`config.mk`:
```
export PLATFORM = sky130hd
export DESIGN_NAME = lpp_div
export DESIGN_NICKNAME = d
export VERILOG_FILES = /design/src/sv/lpp_pkg.sv /design/src/sv/lpp_div.sv
export SDC_FILE = /design/constraint.sdc
export NUM_CORES = 1
export LEC_CHECK = 0
export ABC_AREA = 1
export BUFFER_PORTS_ARGS = -buffer_cell sky130_fd_sc_hd__clkbuf_2
export CORE_MARGIN = 1.5
export CORE_UTILIZATION = 45
export CTS_BUF_LIST = sky130_fd_sc_hd__clkbuf_8
export DETAILED_ROUTE_END_ITERATION = 8
export MAX_ROUTING_LAYER = met4
export PLACE_DENSITY = 0.63
export SLEW_MARGIN = 20
export SYNTH_ARGS = -nofsm -noshare
export SYNTH_HDL_FRONTEND = slang
export SYNTH_SLANG_ARGS = --single-unit
```
`constraint.sdc`:
```
create_clock -name i_clk -period 8.3 [get_ports i_clk]
set_clock_uncertainty 0.05 [all_clocks]
set_input_delay 0.83 -clock i_clk [delete_from_list [all_inputs] [get_ports i_clk]]
set_output_delay 0.83 -clock i_clk [all_outputs]
set_load 0.01 [all_outputs]
```
`src/sv/lpp_pkg.sv`:
```
// shared types and constants for the lead point predictor
package lpp_pkg;

    localparam int unsigned POS_W   = 32;
    localparam int unsigned STAMP_W = 48;
    localparam int unsigned SPEED_W = 31;
    localparam int unsigned INTV_W  = 20;
    localparam int unsigned DIV_W   = 64;

    localparam logic [SPEED_W-1:0] SPEED_RESET = 31'd983040;
    localparam logic [INTV_W-1:0]  INTV_RESET  = 20'd1000;
    localparam logic [31:0]        US_PER_S    = 32'd1000000;

    typedef enum logic [0:0] {
        CFG_SPEED = 1'b0,
        CFG_INTV  = 1'b1
    } t_cfg_idx;

    typedef logic signed [POS_W-1:0] t_pos;
    typedef logic [DIV_W-1:0]        t_word;

endpackage

```
`src/sv/lpp_div.sv`:
```
// restoring unsigned divider, one quotient bit per cycle
module lpp_div
    import lpp_pkg::*;
(
    input  logic  i_clk,
    input  logic  i_rst_n,
    input  logic  i_start,
    input  t_word i_dividend,
    input  t_word i_divisor,
    output t_word o_quotient,
    output logic  o_done
);

    logic [DIV_W:0]         r_rem;
    t_word                  r_dvd;
    t_word                  r_dvs;
    logic [$clog2(DIV_W):0] r_cnt;
    logic                   r_busy;
    logic                   r_done;

    logic [DIV_W:0] w_sh;
    logic           w_ge;

    assign w_sh = {r_rem[DIV_W-1:0], r_dvd[DIV_W-1]};
    assign w_ge = w_sh >= {1'b0, r_dvs};

    always_ff @(posedge i_clk) begin
        if (!i_rst_n) begin
            r_busy <= 1'b0;
            r_done <= 1'b0;
            r_cnt  <= '0;
        end else begin
            r_done <= 1'b0;
            if (i_start) begin
                r_busy <= 1'b1;
                r_cnt  <= ($clog2(DIV_W)+1)'(DIV_W);
                r_rem  <= '0;
                r_dvd  <= i_dividend;
                r_dvs  <= i_divisor;
            end else if (r_busy) begin
                r_rem <= w_ge ? (w_sh - {1'b0, r_dvs}) : w_sh;
                r_dvd <= {r_dvd[DIV_W-2:0], w_ge};
                r_cnt <= r_cnt - 1'b1;
                if (r_cnt == 1) begin
                    r_busy <= 1'b0;
                    r_done <= 1'b1;
                end
            end
        end
    end

    assign o_quotient = r_dvd;
    assign o_done     = r_done;

endmodule

```
==> PnR_summary.wiki <==
{| class="wikitable"
! Metric !! Value
|-
| Most common cell after layout, fill and taps aside || nand2_1
|-
| CTS tree || yes
|-
| Routed length per placed instance || 15.3 um
|-
| H-Tree Depth || 2
|-
| Buffer depth of the longest clock path || 3
|-
| Die span in x || 184 um
|-
| Ordered list of cells on the worst path || ha_1 > nand2_1 > nor2_1 > nand2_1 > nor2_1 > nand2_1 > nor2_1 > nor2_1 > nand3_1 > inv_2 > nand2_2 > nand2_1 > nand2_1 > nor2_1
|-
| Number of buffers and inverters on the critical path || 1
|-
| Sort of element at the start of the critical path || flop
|-
| Period utilization || 0.398
|-
| Synth-to-layout area growth || 14.0%
|-
| Maximum number of pins on one net before global-route repair || 81
|-
| Sum of negative setup slack || 0 ns
|-
| Max transition margin || 0.382
|-
| Number of inserted filler cells in the final layout || 3,354
|-
| Wire length reported by the detailed router || 43,800 um
|-
| Max stage delay cell, worst path || nand2_2
|-
| GR Overflow Total || 0
|-
| Total DRC errors in the routed layout || 0
|-
| Clock latency of the later-clocked register in the worst-skew pair || 0.59 ns
|-
| Crit. path cell count || 14
|-
| Type of the worst setup path || flop to flop
|-
| Final hold viol count || 0
|-
| Register clock-pin slew on the reported worst setup and hold paths || 0.06 ns
|-
| Pins over their slew limit || 0
|-
| Antenna violations before repair || 0
|-
| Total GRT Usage || 0.273
|-
| Core Region || 31,900 um^2
|-
| FF-to-FF End || r_rem[48]$_SDFFCE_PP0P_
|-
| Final nets || 2,605
|-
| Pleak || 9.46 nW
|-
| Std cell rows || 65
|-
| Peak supply drop || 0.158 mV
|-
| Synth cell types || 35
|-
| Worst setup path startpoint || r_rem[45]$_SDFFCE_PP0P_
|-
| Critical register-to-register path startpoint || r_rem[45]$_SDFFCE_PP0P_
|-
| Number of cells upsized or downsized after cts || 0
|-
| Cell area after technology mapping || 14,700 um^2
|-
| Maximum fanout along the worst path || 33
|-
| Wire length of the first global-routing pass || 68,800 um
|-
| Leading cell types in the layout, fill and taps excluded || nand2_1 (953), inv_1 (455), nor2_1 (245)
|-
| CTS Root Buffer Type || clkbuf_8
|-
| Worst path required time || 8.55 ns
|-
| I/O pin count || 196
|-
| Max stage delay on crit path || 0.54 ns
|-
| Crit. End Element || flop
|-
| Critical Path AT || 3.55 ns
|-
| Async S/R FF share, synth || 0
|-
| Die Footprint || 33,700 um^2
|-
| Total setup violations reported at the end of the flow || 0
|-
| Status || finished, final reports clean
|-
| Min Tclk post-route || 3.30 ns
|-
| Synth Area per Inst || 6.66 um^2
|-
| Classification of the worst-slack hold path || input pin to flop
|-
| Number of max-capacitance violations reported || 0
|-
| Count of state elements after synthesis || 201
|-
| # diodes || 0
|-
| Initial Utilization || 0.461
|-
| Synth Warn # || 0
|-
| First-pass iteration count of the detailed router || 5
|-
| Register-to-register setup slack || 5.00 ns
|-
| Top Family by Delay on Critical Path || simple AND/OR/NAND/NOR gates
|-
| Port bufs || 195
|-
| Share of cells above drive strength 1 || 0.113
|-
| Total chip power || 0.00344 W
|-
| Number of global-route vias before repair || 13.1k
|-
| Vias per cell || 4.75
|-
| Synthesized Nets || 2,404
|-
| Vias post-DR || 13.6k
|-
| Antenna Nets Post-Route || 0
|-
| TritonCTS Sinks || 201
|-
| Maximum clock frequency || 0.303 GHz
|-
| Number of hold buffers added after CTS || 0
|-
| Worst Reg2Reg Path Length in Cells || 14
|-
| DP HPWL || 34,300 um
|-
| Transition time at the pin with the least slew margin || 0.927 ns
|-
| Setup repair after global routing missed its margin || no
|-
| Cells after Synth || 2,206
|-
| Number of setup buffers added after CTS || 0
|-
| DRT iter0 DRCs || 861
|-
| Sequential fraction of the synthesis area || 0.405
|-
| Count of flip-flops with a built-in enable after synthesis || 192
|-
| Chip height || 184 um
|-
| Most used DFF post-synth || edfxtp_1
|-
| Number of buffers inserted during clock tree synthesis || 37
|-
| Critical path capture point || r_rem[48]$_SDFFCE_PP0P_
|-
| GPL Wtd Cong || 1.01
|-
| Power density over cell area || 205 nW/um^2
|}
[cells by family (layout without fill, tap and decap cells)]
logic type | after synthesis | count (layout) | share of synthesized area
AO/OA/AOI/OAI | 53 | 53 | 0.0185
XOR/XNOR | 31 | 31 | 0.0185
AND/OR/NAND/NOR | 1354 | 1354 | 0.369
flip-flops | 201 | 201 | 0.405
buffers and inverters | 500 | 728 | 0.131
adder cells (fa/ha/maj) | 67 | 67 | 0.0576
[through the flow]
step | cells | cell area, um^2 | util | setup slack (ns) | hold slack [ns]
4_1_cts | 2869 | 16800 | 0.525 | 4.95 | 0.327
6_report | 2869 | 16800 | 0.525 | 5.00 | 0.369
3_3_place_gp | 2803 | 16100 | 0.504 | 4.61 | 0.404
5_1_grt | 2869 | 16800 | 0.525 | 4.72 | 0.339
2_1_floorplan | 2206 | 14700 | - | 4.12 | 0.393
3_5_place_dp | 2803 | 16100 | 0.504 | 4.53 | 0.415
[cell type report]
| class | instances | area (um^2) | area share |
|---|---|---|---|
| inverters | 460 | 1730 | 0.103 |
| clock inverters | 28 | 149 | 0.00889 |
| clock buffers | 38 | 523 | 0.0312 |
| flip-flops and latches | 201 | 5950 | 0.355 |
| multi-input cells | 1505 | 6830 | 0.408 |
| repair buffers | 202 | 1030 | 0.0614 |
| well taps | 435 | 544 | 0.0325 |
[worst min-delay path by stage]
stage / start / to / cells after the start
6_report: i_divisor[37] / r_dvs[37]$_DFFE_PP_ / 1
3_5_place_dp: r_cnt[6]$_SDFFE_PN0N_ / r_cnt[6]$_SDFFE_PN0N_ / 2
5_1_grt: i_divisor[41] / r_dvs[41]$_DFFE_PP_ / 1
3_3_place_gp: r_cnt[6]$_SDFFE_PN0N_ / r_cnt[6]$_SDFFE_PN0N_ / 2
2_1_floorplan: r_cnt[6]$_SDFFE_PN0N_ / r_cnt[6]$_SDFFE_PN0N_ / 2
4_1_cts: i_divisor[37] / r_dvs[37]$_DFFE_PP_ / 1
[registers in the layout, summed over array words and instances (netlist names)]
register,flops
o_quotient,64
r_dvs,64
r_rem,64
r_cnt,7
o_done,1
r_busy,1
[synth_stat cells, types with 6 or more instances]
library cell  number  share of area
nand2_1          954           0.24
nand3_1           72          0.025
inv_1            447           0.11
dfxtp_1            9          0.012
a21oi_1           43          0.015
nand4_1           11         0.0047
o21ai_0            6         0.0020
inv_2             12         0.0031
buf_2              7         0.0024
ha_1              66          0.056
xor2_1            30          0.018
clkbuf_1          20         0.0051
nor3_1            12         0.0041
nor2_1           245          0.063
nand3b_1          40          0.020
edfxtp_1         192           0.39
[report_power, final]
group / switching [W] / internal (W)
Combinational: 0.000839 / 0.000398
Sequential: 0.0000548 / 0.00125
Clock: 0.000435 / 0.000460
Total: 0.00133 / 0.00211
[metal layers]
layer / global-route usage / vias up / share of wire
met2: 0.430 / 435 / 0.44
met3: 0.0452 / 55 / 0.065
met1: 0.361 / 6087 / 0.47
met5: - / - / 0
met4: 0.0793 / 0 / 0.026
li1: - / 7049 / -
(Power assumes the default switching activity.)
